**config.mk**
```make
export PLATFORM = sky130hd
export DESIGN_NAME = slab_slot_allocator_flat
export DESIGN_NICKNAME = d
export VERILOG_FILES = /design/src/sv/ssa_pkg.sv /design/src/sv/ssa_req_if.sv /design/src/sv/ssa_rsp_if.sv /design/src/sv/ssa_ram.sv /design/src/sv/slab_slot_allocator.sv /design/src/flat_wrapper.sv
export SDC_FILE = /design/constraint.sdc
export NUM_CORES = 2
export LEC_CHECK = 0
export BUFFER_PORTS_ARGS = -buffer_cell sky130_fd_sc_hd__buf_4
export CORE_MARGIN = 2
export CORE_UTILIZATION = 40
export CTS_BUF_LIST = sky130_fd_sc_hd__clkbuf_16
export CTS_CLUSTER_DIAMETER = 150
export DETAILED_ROUTE_END_ITERATION = 10
export MAX_ROUTING_LAYER = met4
export SKIP_LAST_GASP = 1
export SYNTH_ARGS = -nofsm -noshare
export SYNTH_HDL_FRONTEND = slang
export SYNTH_HIERARCHICAL = 1
export SYNTH_SLANG_ARGS = --single-unit
```
**constraint.sdc**
```tcl
create_clock -name i_clk -period 12.3 [get_ports i_clk]
set_input_delay 2.46 -clock i_clk [delete_from_list [all_inputs] [get_ports i_clk]]
set_output_delay 2.46 -clock i_clk [all_outputs]
set_load 0.01 [all_outputs]
```
**src/sv/ssa_pkg.sv**
```systemverilog
`timescale 1ns / 1ps
// ssa_pkg: shared types and codes for the slab slot allocator.
// No dependencies; used by the channel interfaces and the top level.
package ssa_pkg;

    // Request kind
    typedef enum logic {
        KIND_ALLOC = 1'b0,
        KIND_FREE  = 1'b1
    } t_kind;

    // Response status
    typedef enum logic [1:0] {
        STAT_OK      = 2'd0,
        STAT_NO_SLAB = 2'd1,
        STAT_REJECT  = 2'd2
    } t_status;

    localparam int unsigned SLAB_FIELD_W = 3;
    localparam int unsigned SLOT_FIELD_W = 5;

endpackage

```
**src/sv/ssa_req_if.sv**
```systemverilog
`timescale 1ns / 1ps
// ssa_req_if: request channel (valid/ready plus request payload).
// Depends on ssa_pkg.
interface ssa_req_if import ssa_pkg::*; ();
    logic                    valid;
    logic                    ready;
    t_kind                   kind;
    logic [SLAB_FIELD_W-1:0] slab_number;
    logic [SLOT_FIELD_W-1:0] slot_number;

    modport source (output valid, kind, slab_number, slot_number, input ready);
    modport sink   (input valid, kind, slab_number, slot_number, output ready);
endinterface

```
**src/sv/ssa_rsp_if.sv**
```systemverilog
`timescale 1ns / 1ps
// ssa_rsp_if: response channel (valid/ready plus response payload).
// Depends on ssa_pkg.
interface ssa_rsp_if import ssa_pkg::*; ();
    logic                    valid;
    logic                    ready;
    t_status                 status;
    logic [SLAB_FIELD_W-1:0] granted_slab;
    logic [SLOT_FIELD_W-1:0] granted_slot;

    modport source (output valid, status, granted_slab, granted_slot, input ready);
    modport sink   (input valid, status, granted_slab, granted_slot, output ready);
endinterface

```
**src/sv/ssa_ram.sv**
```systemverilog
`timescale 1ns / 1ps
// ssa_ram: generic single-write, single-read RAM with registered read data.
// No dependencies.
module ssa_ram #(
    parameter int WIDTH = 8,
    parameter int DEPTH = 16
) (
    input  logic                                     i_clk,
    input  logic                                     i_we,
    input  logic [(DEPTH > 1 ? $clog2(DEPTH) : 1)-1:0] i_waddr,
    input  logic [WIDTH-1:0]                         i_wdata,
    input  logic [(DEPTH > 1 ? $clog2(DEPTH) : 1)-1:0] i_raddr,
    output logic [WIDTH-1:0]                         o_rdata
);
    logic [WIDTH-1:0] r_mem [DEPTH];
    logic [WIDTH-1:0] r_rdata;

    always_ff @(posedge i_clk) begin
        if (i_we) begin
            r_mem[i_waddr] <= i_wdata;
        end
        r_rdata <= r_mem[i_raddr];
    end

    assign o_rdata = r_rdata;
endmodule

```
**src/sv/slab_slot_allocator.sv**
```systemverilog
`timescale 1ns / 1ps
// slab_slot_allocator: one transaction in process at a time. Free: F_CHK, DONE.
//   Allocate with no slab left: A_NEW, DONE; from the current slab: A_CNT, A_POP, DONE,
//   plus SCAN when the slab empties and the later slabs' free counts are walked through
//   the count RAM read port; opening a slab: A_NEW, OPEN (a stack RAM write per slot),
//   OPEN_FIN, DONE. A response held by o_rsp.ready adds its wait to the next request.
// Reset (sync, active low) clears the sequencer, slab bookkeeping and response valid.
// RAMs are not cleared: counts beyond r_opened are never used.
module slab_slot_allocator import ssa_pkg::*; #(
    parameter int NUM_SLABS      = 8,
    parameter int SLOTS_PER_SLAB = 32
) (
    input  logic      i_clk,
    input  logic      i_rst_n,
    ssa_req_if.sink   i_req,
    ssa_rsp_if.source o_rsp
);
    // Widths derived from the geometry
    localparam int SW    = (NUM_SLABS > 1) ? $clog2(NUM_SLABS) : 1;   // slab index
    localparam int OPW   = $clog2(NUM_SLABS + 1);                     // opened count
    localparam int IW    = $clog2(SLOTS_PER_SLAB);                    // slot index
    localparam int CNW   = $clog2(SLOTS_PER_SLAB + 1);                // free count
    localparam int DEPTH = NUM_SLABS * SLOTS_PER_SLAB;
    localparam int AW    = (DEPTH > 1) ? $clog2(DEPTH) : 1;           // stack address
    localparam int XW    = 7;                                          // compare width

    typedef enum logic [3:0] {
        ST_IDLE,
        ST_A_CNT,     // count of current slab arrives
        ST_A_POP,     // popped slot arrives
        ST_A_NEW,     // no current slab: open next or fail
        ST_OPEN,      // write initial stack, one entry per cycle
        ST_OPEN_FIN,  // set count, grant slot 0
        ST_SCAN,      // search later slabs for free slots
        ST_F_CHK,     // free: validate and push
        ST_DONE       // hand result to output register
    } t_state;

    // Stack address: slab * SLOTS_PER_SLAB + index
    function automatic logic [AW-1:0] stk_addr(input logic [SW-1:0] slab,
                                               input logic [IW-1:0] idx);
        return AW'(slab) * AW'(SLOTS_PER_SLAB) + AW'(idx);
    endfunction

    t_state                r_state, n_state;
    t_kind                 r_kind, n_kind;
    logic [SLAB_FIELD_W-1:0] r_slab_in, n_slab_in;
    logic [SLOT_FIELD_W-1:0] r_slot_in, n_slot_in;
    logic [OPW-1:0]        r_opened, n_opened;
    logic [SW-1:0]         r_cur, n_cur;
    logic                  r_cur_valid, n_cur_valid;
    logic [IW-1:0]         r_idx, n_idx;          // open sweep index
    logic [CNW-1:0]        r_cnt, n_cnt;          // count after pop
    logic [OPW-1:0]        r_scan, n_scan;        // next slab to read in scan
    logic [SW-1:0]         r_chk_idx, n_chk_idx;  // slab whose count is arriving
    logic                  r_pend, n_pend;
    t_status               r_res_status, n_res_status;
    logic [SLAB_FIELD_W-1:0] r_res_slab, n_res_slab;
    logic [SLOT_FIELD_W-1:0] r_res_slot, n_res_slot;
    logic                  r_out_valid, n_out_valid;
    t_status               r_out_status, n_out_status;
    logic [SLAB_FIELD_W-1:0] r_out_slab, n_out_slab;
    logic [SLOT_FIELD_W-1:0] r_out_slot, n_out_slot;

    // RAM ports
    logic           cnt_we;
    logic [SW-1:0]  cnt_waddr, cnt_raddr;
    logic [CNW-1:0] cnt_wdata, cnt_rdata;
    logic           stk_we;
    logic [AW-1:0]  stk_waddr, stk_raddr;
    logic [IW-1:0]  stk_wdata, stk_rdata;

    // Free-request checks on the latched fields
    logic           free_bad;
    logic [SW-1:0]  slab_idx;

    ssa_ram #(.WIDTH(CNW), .DEPTH(NUM_SLABS)) u_cnt_ram (
        .i_clk   (i_clk),
        .i_we    (cnt_we),
        .i_waddr (cnt_waddr),
        .i_wdata (cnt_wdata),
        .i_raddr (cnt_raddr),
        .o_rdata (cnt_rdata)
    );

    ssa_ram #(.WIDTH(IW), .DEPTH(DEPTH)) u_stk_ram (
        .i_clk   (i_clk),
        .i_we    (stk_we),
        .i_waddr (stk_waddr),
        .i_wdata (stk_wdata),
        .i_raddr (stk_raddr),
        .o_rdata (stk_rdata)
    );

    assign slab_idx = SW'(r_slab_in);
    // Not opened, out of range, or slab already full
    assign free_bad = (XW'(r_slab_in) >= XW'(r_opened))
                   || (XW'(r_slab_in) >= XW'(NUM_SLABS))
                   || (XW'(r_slot_in) >= XW'(SLOTS_PER_SLAB))
                   || (XW'(cnt_rdata) >= XW'(SLOTS_PER_SLAB));

    always_comb begin
        n_state      = r_state;
        n_kind       = r_kind;
        n_slab_in    = r_slab_in;
        n_slot_in    = r_slot_in;
        n_opened     = r_opened;
        n_cur        = r_cur;
        n_cur_valid  = r_cur_valid;
        n_idx        = r_idx;
        n_cnt        = r_cnt;
        n_scan       = r_scan;
        n_chk_idx    = r_chk_idx;
        n_pend       = r_pend;
        n_res_status = r_res_status;
        n_res_slab   = r_res_slab;
        n_res_slot   = r_res_slot;
        n_out_valid  = r_out_valid && !o_rsp.ready;
        n_out_status = r_out_status;
        n_out_slab   = r_out_slab;
        n_out_slot   = r_out_slot;

        cnt_we    = 1'b0;
        cnt_waddr = r_cur;
        cnt_wdata = '0;
        cnt_raddr = r_cur;
        stk_we    = 1'b0;
        stk_waddr = '0;
        stk_wdata = '0;
        stk_raddr = '0;

        unique case (r_state)
            ST_IDLE: begin
                // Count read is issued speculatively in the accept cycle
                cnt_raddr = (i_req.kind == KIND_ALLOC) ? r_cur : SW'(i_req.slab_number);
                if (i_req.valid) begin
                    n_kind       = i_req.kind;
                    n_slab_in    = i_req.slab_number;
                    n_slot_in    = i_req.slot_number;
                    n_res_status = STAT_OK;
                    n_res_slab   = '0;
                    n_res_slot   = '0;
                    if (i_req.kind == KIND_FREE) begin
                        n_state = ST_F_CHK;
                    end else if (r_cur_valid) begin
                        n_state = ST_A_CNT;
                    end else begin
                        n_state = ST_A_NEW;
                    end
                end
            end
            ST_A_CNT: begin
                if (cnt_rdata == '0) begin
                    // empty current slab: drop it and open a new one
                    n_cur_valid = 1'b0;
                    n_state     = ST_A_NEW;
                end else begin
                    n_cnt     = cnt_rdata - CNW'(1);
                    cnt_we    = 1'b1;
                    cnt_waddr = r_cur;
                    cnt_wdata = cnt_rdata - CNW'(1);
                    stk_raddr = stk_addr(r_cur, IW'(cnt_rdata - CNW'(1)));
                    n_state   = ST_A_POP;
                end
            end
            ST_A_POP: begin
                n_res_slab = SLAB_FIELD_W'(r_cur);
                n_res_slot = SLOT_FIELD_W'(stk_rdata);
                if (r_cnt == '0) begin
                    n_cur_valid = 1'b0;
                    n_scan      = OPW'(r_cur) + OPW'(1);
                    n_pend      = 1'b0;
                    n_state     = ST_SCAN;
                end else begin
                    n_state = ST_DONE;
                end
            end
            ST_SCAN: begin
                cnt_raddr = SW'(r_scan);
                if (r_pend && cnt_rdata != '0) begin
                    n_cur       = r_chk_idx;
                    n_cur_valid = 1'b1;
                    n_state     = ST_DONE;
                end else if (r_scan < r_opened) begin
                    n_chk_idx = SW'(r_scan);
                    n_pend    = 1'b1;
                    n_scan    = r_scan + OPW'(1);
                end else begin
                    n_state = ST_DONE;   // no later slab has free slots
                end
            end
            ST_A_NEW: begin
                if (XW'(r_opened) >= XW'(NUM_SLABS)) begin
                    n_res_status = STAT_NO_SLAB;
                    n_state      = ST_DONE;
                end else begin
                    n_idx   = '0;
                    n_state = ST_OPEN;
                end
            end
            ST_OPEN: begin
                // stack bottom to top holds SLOTS_PER_SLAB-1 down to 0
                stk_we    = 1'b1;
                stk_waddr = stk_addr(SW'(r_opened), r_idx);
                stk_wdata = IW'(SLOTS_PER_SLAB - 1) - r_idx;
                n_idx     = r_idx + IW'(1);
                if (r_idx == IW'(SLOTS_PER_SLAB - 1)) begin
                    n_state = ST_OPEN_FIN;
                end
            end
            ST_OPEN_FIN: begin
                // top of a fresh stack is slot 0; count never reaches zero here
                cnt_we      = 1'b1;
                cnt_waddr   = SW'(r_opened);
                cnt_wdata   = CNW'(SLOTS_PER_SLAB - 1);
                n_cur       = SW'(r_opened);
                n_cur_valid = 1'b1;
                n_opened    = r_opened + OPW'(1);
                n_res_slab  = SLAB_FIELD_W'(r_opened);
                n_res_slot  = '0;
                n_state     = ST_DONE;
            end
            ST_F_CHK: begin
                if (free_bad) begin
                    n_res_status = STAT_REJECT;
                end else begin
                    stk_we    = 1'b1;
                    stk_waddr = stk_addr(slab_idx, IW'(cnt_rdata));
                    stk_wdata = IW'(r_slot_in);
                    cnt_we    = 1'b1;
                    cnt_waddr = slab_idx;
                    cnt_wdata = cnt_rdata + CNW'(1);
                    if (!r_cur_valid || XW'(r_slab_in) < XW'(r_cur)) begin
                        n_cur       = slab_idx;
                        n_cur_valid = 1'b1;
                    end
                end
                n_state = ST_DONE;
            end
            ST_DONE: begin
                if (!r_out_valid || o_rsp.ready) begin
                    n_out_valid  = 1'b1;
                    n_out_status = r_res_status;
                    n_out_slab   = r_res_slab;
                    n_out_slot   = r_res_slot;
                    n_state      = ST_IDLE;
                end
            end
            default: begin
                n_state = ST_IDLE;
            end
        endcase
    end

    always_ff @(posedge i_clk) begin
        if (!i_rst_n) begin
            r_state     <= ST_IDLE;
            r_opened    <= '0;
            r_cur       <= '0;
            r_cur_valid <= 1'b0;
            r_pend      <= 1'b0;
            r_out_valid <= 1'b0;
        end else begin
            r_state     <= n_state;
            r_opened    <= n_opened;
            r_cur       <= n_cur;
            r_cur_valid <= n_cur_valid;
            r_pend      <= n_pend;
            r_out_valid <= n_out_valid;
        end
        r_kind       <= n_kind;
        r_slab_in    <= n_slab_in;
        r_slot_in    <= n_slot_in;
        r_idx        <= n_idx;
        r_cnt        <= n_cnt;
        r_scan       <= n_scan;
        r_chk_idx    <= n_chk_idx;
        r_res_status <= n_res_status;
        r_res_slab   <= n_res_slab;
        r_res_slot   <= n_res_slot;
        r_out_status <= n_out_status;
        r_out_slab   <= n_out_slab;
        r_out_slot   <= n_out_slot;
    end

    assign i_req.ready        = (r_state == ST_IDLE);
    assign o_rsp.valid        = r_out_valid;
    assign o_rsp.status       = r_out_status;
    assign o_rsp.granted_slab = r_out_slab;
    assign o_rsp.granted_slot = r_out_slot;

    // Opened slab count never passes the slab budget
    a_opened_bound: assert property (@(posedge i_clk) disable iff (!i_rst_n)
        XW'(r_opened) <= XW'(NUM_SLABS))
        else $error("slabs opened beyond NUM_SLABS");

    // A current slab is always one that has been opened
    a_cur_opened: assert property (@(posedge i_clk) disable iff (!i_rst_n)
        r_cur_valid |-> (XW'(r_cur) < XW'(r_opened)))
        else $error("current slab not opened");

    // Failed or free transactions carry zero slab and slot
    a_zero_grant: assert property (@(posedge i_clk) disable iff (!i_rst_n)
        (r_state == ST_DONE && (r_res_status != STAT_OK || r_kind == KIND_FREE))
        |-> (r_res_slab == '0 && r_res_slot == '0))
        else $error("nonzero grant on non-allocate result");

    // An accepted request leaves idle on the next cycle
    a_busy_after_accept: assert property (@(posedge i_clk) disable iff (!i_rst_n)
        (i_req.valid && i_req.ready) |=> !i_req.ready)
        else $error("request accepted while busy");
endmodule

```
**src/flat_wrapper.sv**
```systemverilog
// flat-port wrapper written by rule: the top's interface ports become plain ports
module slab_slot_allocator_flat import ssa_pkg::*;
#(
    parameter int NUM_SLABS      = 8,
    parameter int SLOTS_PER_SLAB = 32
)
  (i_clk, i_rst_n, i_req_valid, i_req_kind, i_req_slab_number, i_req_slot_number, i_req_ready, o_rsp_valid, o_rsp_status, o_rsp_granted_slab, o_rsp_granted_slot, o_rsp_ready);
  ssa_req_if i_req_i ();
  ssa_rsp_if o_rsp_i ();
  input  logic i_clk;
  input  logic i_rst_n;
  input wire logic [$bits(i_req_i.valid)-1:0] i_req_valid;
  input wire logic [$bits(i_req_i.kind)-1:0] i_req_kind;
  input wire logic [$bits(i_req_i.slab_number)-1:0] i_req_slab_number;
  input wire logic [$bits(i_req_i.slot_number)-1:0] i_req_slot_number;
  output wire logic [$bits(i_req_i.ready)-1:0] i_req_ready;
  output wire logic [$bits(o_rsp_i.valid)-1:0] o_rsp_valid;
  output wire logic [$bits(o_rsp_i.status)-1:0] o_rsp_status;
  output wire logic [$bits(o_rsp_i.granted_slab)-1:0] o_rsp_granted_slab;
  output wire logic [$bits(o_rsp_i.granted_slot)-1:0] o_rsp_granted_slot;
  input wire logic [$bits(o_rsp_i.ready)-1:0] o_rsp_ready;
  assign i_req_i.valid = i_req_valid;
  assign i_req_i.kind = i_req_kind;
  assign i_req_i.slab_number = i_req_slab_number;
  assign i_req_i.slot_number = i_req_slot_number;
  assign i_req_ready = i_req_i.ready;
  assign o_rsp_valid = o_rsp_i.valid;
  assign o_rsp_status = o_rsp_i.status;
  assign o_rsp_granted_slab = o_rsp_i.granted_slab;
  assign o_rsp_granted_slot = o_rsp_i.granted_slot;
  assign o_rsp_i.ready = o_rsp_ready;
  slab_slot_allocator #(.NUM_SLABS(NUM_SLABS), .SLOTS_PER_SLAB(SLOTS_PER_SLAB)) u_core (.i_clk(i_clk), .i_rst_n(i_rst_n), .i_req(i_req_i), .o_rsp(o_rsp_i));
endmodule
```
-- Word level (Yosys, flattened, before mapping)
Memory sizes are Yosys's and may differ from the RTL's. A register that Yosys moved wholly into a read port is not among the register bits.
Cells that the tools add are included.
Widths: inputs -> output; s select.
- logic and storage cells: 151
- bits in read-only memories: 0
- memory bits (writable): 1328
- output and inout bits: 12
- memories: 2
- bits in registers: 60
- bits in latches: 0
- input port bits: 13
- memories (memory ; depth ; bits a word ; read ports ; clocked after Yosys merged registers in ; write ports ; RTL line ; source):
    u_core.u_stk_ram.r_mem ; 256 ; 5 ; 1 ; 1 ; 1 ; ssa_ram.sv:15 ; logic [WIDTH-1:0] r_mem [DEPTH];
    u_core.u_cnt_ram.r_mem ; 8 ; 6 ; 1 ; 1 ; 1 ; ssa_ram.sv:15 ;
- multiply operators: 0
- bitwise gates (word level): 2
- shift-type cells: 0
- add/sub/neg operators: 10
- reductions and logical operators: 30
- multiplexer cells: 61
- divide/modulo/power cells: 0
- equal/unequal tests: 23
- $lt $le $gt $ge: 5
- operators with widths (operator ; number):
    $mux 4 ; 11
    $pmux 4 s8 ; 1
    $add 8x5->8 ; 3
    $mux 8 ; 3
    $pmux 5 s2 ; 2
    $mux 3 ; 6
    $ne 2x1->1 const B ; 9
    $pmux 3 s3 ; 2
    $pmux 6 s3 ; 1
    $eq 4x3->1 const B ; 4
    $mux 1 ; 16
    $pmux 8 s2 ; 1
    $reduce_and 4->1 ; 4
    $mux 5 ; 3
    $pmux 5 s3 ; 1
    $logic_not 6->1 ; 2
    $mux 6 ; 2
    $pmux 3 s2 ; 2
    $reduce_and 2->1 ; 5
    $reduce_bool 3->1 ; 3
    $add 4x1->4 const B ; 2
    $eq 4x2->1 const B ; 2
    $mux 2 ; 4
    $ne 2x2->1 const B ; 4
    30 further kinds ; 38

-- Depth between registers and ports, before layout
- word-level depth: 6
- mapped depth: 17
- mapped depth without buffers: 12

-- Modules after synthesis
The synthesis kept the hierarchy.
- modules (own cells, without submodules) (module ; times used ; area an instance (µm²) ; cells an instance ; seq. area each (µm²)):
    ssa_ram at u_core.u_stk_ram ; 1 ; 50284.5 ; 2497 ; 38537.0
    slab_slot_allocator ; 1 ; 3369.5 ; 328 ; 1661.6
    ssa_ram at u_core.u_cnt_ram ; 1 ; 2021.9 ; 88 ; 1561.5

-- Least setup slack after synthesis
OpenSTA, ideal clock, no wires.
- kind: register to register
- start point: reg u_core.r_state[1]
- end point: mem u_core/u_stk_ram/r_mem[0][1] (netlist bit) (data pin)
- required time: 10.110 ns
- library setup time: 2.190 ns
- arrival time: 10.865 ns
- cell stages (with the launch flop): 5
- buffers on the path: 1
- path slack: -0.755 ns
- period minus slack after synthesis: 13.055 ns
- path through: dfxtp_1 -> buf_2 -> nor2_1 -> nand2_1 -> o21ai_0
- longest elaborated chain between the ends: 2
- elaborated cells on any way between the ends: 3
- those cells by class: 2 x eq/ne; 1 x mux
- RTL lines (what ; RTL line ; source):
    start: declaration ; slab_slot_allocator.sv:45 ; t_state r_state, n_state;
    start signal: assignment ; slab_slot_allocator.sv:264 ; r_state <= n_state;
    $eq 4x3->1 ; slab_slot_allocator.sv:132 ; unique case (r_state)
    $pmux 5 s2 (*) ; slab_slot_allocator.sv:132 ;
    named net u_core.stk_wdata[1] ; slab_slot_allocator.sv:71 ; logic [IW-1:0] stk_wdata, stk_rdata;
    end: declaration ; ssa_ram.sv:15 ;
The timed path passes the listed nets; every way through them passes the cells marked *.

-- Worst setup path in the final report
- start point: reg u_core.r_state[0]
- end point: reg u_core.u_stk_ram.r_rdata[4] (netlist: u_core/u_stk_ram/o_rdata[4]), read port of u_core.u_stk_ram.r_mem
- longest elaborated chain between the ends: 2
- RTL lines (what ; RTL line ; source):
    $eq 4x1->1 ; slab_slot_allocator.sv:132 ;
    $mux 8 ; slab_slot_allocator.sv:132 ;
    named net u_core.stk_raddr[0] ; slab_slot_allocator.sv:70 ; logic [AW-1:0] stk_waddr, stk_raddr;
    end: declaration ; ssa_ram.sv:16 ; logic [WIDTH-1:0] r_rdata;
The timed path passes the listed nets, and every way through them passes these cells.
A chain may end at the register's enable or synchronous reset.

==> metrics.md <==
| Metric | Value |
|---|---|
| Mapped Cells | `around 3000` |
| Slowest Stage Delay on Critical Path | `a little over 0.8 ns` |
| Max cap viols | `0` |
| Max FO, Critical Path | `between 40 and 50` |
| Die area | `~140000 µm²` |
| Final Hold Viols | `0` |
| Post-synth EDFFs | `1374` |
| Total CTS buffers | `roughly 140` |
| Gpl congestion | `0.849` |
| Routed WL per cell | `~28 µm` |
| Via density per instance | `about 5.9` |
| Crit path top cell by count | `buf_4` |
| Overflow after GRT | `0` |
| GRT Util Overall | `between 15 and 20%` |
| Minimum clock period | `5.96 ns` |
| Fin. max-slew vios | `0` |
| Static Leak | `around 19 nW` |
| Dpl hpwl | `between 80 and 90 mm` |
| Clock tree root driver cell | `clkbuf_16` |
| Number of gates resized after CTS | `0` |
| Max Freq | `0.168 GHz` |
| Routed vias | `28700` |
| Hold path startpoint | `u_core/r_res_status[1]$_DFFE_PP_` |
| Post-route cell area | `just over 60000 µm²` |
| Hold-fix buffer count after cts | `0` |
| Final period util | `between 40% and 50%` |
| Port buffer count | `24` |
| Initial DRT Pass Iterations | `6` |
| Dpl cells | `4600` |
| Total nets after synthesis | `a little under 3000` |
| Drt drc | `0` |
| Synth async-reset ratio | `0%` |
| Netlist cell types | `76` |
| YS warnings | `6` |
| Drt initial violations | `about 3500` |
| # rows | `between 100 and 150` |
| Worst-Margin Slew | `roughly 1.2 ns` |
| Number of global-route vias before repair | `28900` |
| WP data arrival | `approximately 6.6 ns` |
| RSZ-0062 raised after global routing | `false` |
| Design Power | `roughly 12 mW` |
| Startpoint Class | `flip-flop` |
| Initial antenna violation count | `1` |
| I/O Pins | `25` |
| Initial core utilization | `between 40 and 50%` |
| CP Capture Type | `flip-flop` |
| Non-Filler Instances | `approximately 5000` |
| CTS Sinks | `1399` |
| Clock buffer depth | `3` |
| CTS tree | `built` |
| Area growth, synth to finish | `11.9%` |
| Worst Setup SP | `u_core/r_state[0]$_SDFFE_PN0P_` |
| Power per cell area | `about 200 nW/µm²` |
| Critical R2R Launch | `u_core/r_state[0]$_SDFFE_PN0P_` |
| Slowest cell on crit path | `nor2_4` |
| FF+latch count, synth | `about 1400` |
| Post-route antenna net violation count | `0` |
| Final WL | `between 100 and 150 mm` |
| Slew HR | `between 10% and 20%` |
| Die height | `377 µm` |
| Placed Area | `57800 µm²` |
| Clk_lat worst skew | `~0.8 ns` |
| First-pass GRT wire length | `approximately 200 mm` |
| H-tree Lvls | `4` |
| Post-CTS Setup Bufs | `0` |
| Seq/Total Area, Yosys | `75.0%` |
| Outcome | `complete, no violations` |
| Sequential cell area | `~42000 µm²` |
| Largest net degree at the start of global routing | `roughly 220` |
| Main synth FF type | `edfxtp_1` |
| Worst vdd ir | `0.000161 V` |
| # setup viols final | `0` |
| Core footprint | `about 140000 µm²` |
| Fillers | `approximately 11000` |
| Fin nets | `roughly 3000` |
| Layout cells sized above 1 | `19.6%` |
| Worst EP required | `~13 ns` |
| Area of the mapped netlist | `roughly 56000 µm²` |
| Reg clk slew, reported paths | `about 0.06 ns` |
| HP Class | `reg2reg` |
| Crit path cell chain | `nor4b_2 > o21ai_4 > nor2_4 > buf_4 > buf_4 > mux4_2 > a221oi_1 > o31ai_1 > nor4_1 > a31oi_1 > a311o_1` |
| Syn Area/Cell | `roughly 19 µm²` |
| Die X | `roughly 380 µm` |
| Critical path type | `reg2reg` |
| Area occupied by multi-input gates | `~13000 µm²` |
| Worst Skew | `approximately 0.025 ns` |
==> flip-flops by register name (all words and copies together) (netlist names) <==
register,flops
u_core/o_rsp.granted_slab,3
u_core/o_rsp.granted_slot,5
u_core/o_rsp.status,2
u_core/o_rsp.valid,1
u_core/r_chk_idx,3
u_core/r_cnt,6
u_core/r_cur,3
u_core/r_cur_valid,1
u_core/r_idx,5
u_core/r_opened,4
u_core/r_pend,1
u_core/r_res_slab,3
u_core/r_res_slot,5
u_core/r_res_status,2
u_core/r_scan,4
u_core/r_slab_in,3
u_core/r_slot_in,5
u_core/r_state,4
u_core/u_cnt_ram/o_rdata,6
u_core/u_cnt_ram/r_mem,48
u_core/u_stk_ram/o_rdata,5
u_core/u_stk_ram/r_mem,1280
==> area by class of cell <==
| type | instances | area share (%) |
|---|---|---|
| multi-input combinational | 1319 | 21.1 |
| antenna | 1 | 0.00402 |
| sequential | 1399 | 67.0 |
| clock inverter | 109 | 1.49 |
| clock buffer | 145 | 5.82 |
| timing repair buffer | 67 | 0.887 |
| tap | 1794 | 3.60 |
| inverter | 21 | 0.126 |
==> worst paths after layout <==
path                                         endpoint  slack, ns  depth (start not counted)
hold reg to reg      u_core/o_rsp.status[1]$_DFFE_PP_       0.42                          0
setup reg to reg  u_core/u_stk_ram/o_rdata[4]$_DFF_P_       6.34                         11
hold / removal       u_core/o_rsp.status[1]$_DFFE_PP_       0.42                          0
setup / recovery  u_core/u_stk_ram/o_rdata[4]$_DFF_P_       6.34                         11
==> layout by cell type, fill, tap and decap left out, drive strengths merged, types with 41 or more instances in the layout <==
cell type,synthesis,final
buf,82,67
mux2i,105,105
a22oi,48,48
o21ai,41,41
nor2,309,309
mux4,301,301
inv,21,54
nand3,47,47
clkbuf,92,145
edfxtp,1374,1374
nand2,87,87
clkinv,0,59
==> critical path, delay by kind of cell (launching register included) <==
kind            cells  cell delay [ns]
simple gates        3             2.06
buf+inv             2             1.33
compound gates      5             1.06
flops               1             0.72
mux                 1             0.60
==> logic make-up after synthesis <==
group,Yosys count,share of synthesized area [%]
adder cells (fa/ha/maj),16,0.360
AND/OR/NAND/NOR,595,4.82
flip-flops,1399,75.0
multiplexers,416,14.3
AO/OA/AOI/OAI,279,3.58
buffers and inverters,195,1.68
XOR/XNOR,13,0.205
==> power breakdown <==
| group | total, mW | internal (mW) | switching, mW |
|---|---|---|---|
| Clock | 4.22 | 2.44 | 1.78 |
| Combinational | 2.21 | 0.716 | 1.49 |
| Sequential | 5.87 | 5.76 | 0.105 |
| Total | 12.3 | 8.92 | 3.38 |
==> per-stage QoR <==
| step | hold slack, ns | worst slack [ns] | utilization [%] | setup TNS [ns] |
|---|---|---|---|---|
| floorplan | 0.400 | -0.755 | - | -773.26 |
| global placement | 0.407 | 6.47 | 41.9 | 0 |
| detailed placement | 0.407 | 6.32 | 41.9 | 0 |
| CTS | 0.421 | 6.32 | 45.2 | 0 |
| global route | 0.426 | 5.90 | 45.2 | 0 |
| finish | 0.419 | 6.34 | 45.2 | 0 |
==> synthesized netlist by cell type, types with 10 or more instances <==
library cell,count,area [µm²]
edfxtp_1,1374,41300
nor2_1,309,1160
mux4_2,289,6510
mux2i_1,105,1050
clkbuf_1,92,345
nand2_1,87,327
a22oi_1,48,360
nand3_1,47,235
o22ai_1,39,244
o21ai_0,36,180
buf_2,32,160
a21oi_1,30,150
buf_4,25,188
dfxtp_1,25,500
nand2b_1,24,150
nor3_1,24,120
nor2b_1,22,138
inv_1,20,75.1
nor4_1,20,125
nand4_1,17,106
buf_1,16,60.1
ha_1,16,200
a211oi_1,13,97.6
and2_1,12,75.1
mux4_1,12,315
a22o_1,10,87.6
and3_1,10,62.6
mux2_2,10,113
o221ai_1,10,87.6
==> metal layers <==
layer | GRT usage, % | up-vias | wire, µm
li1 | - | 12000 | -
met1 | 26.3 | 15200 | 56300
met2 | 30.9 | 1316 | 65700
met3 | 4.10 | 254 | 10900
met4 | 7.06 | 0 | 4540
met5 | - | - | 0
(Power assumes the default switching activity.)
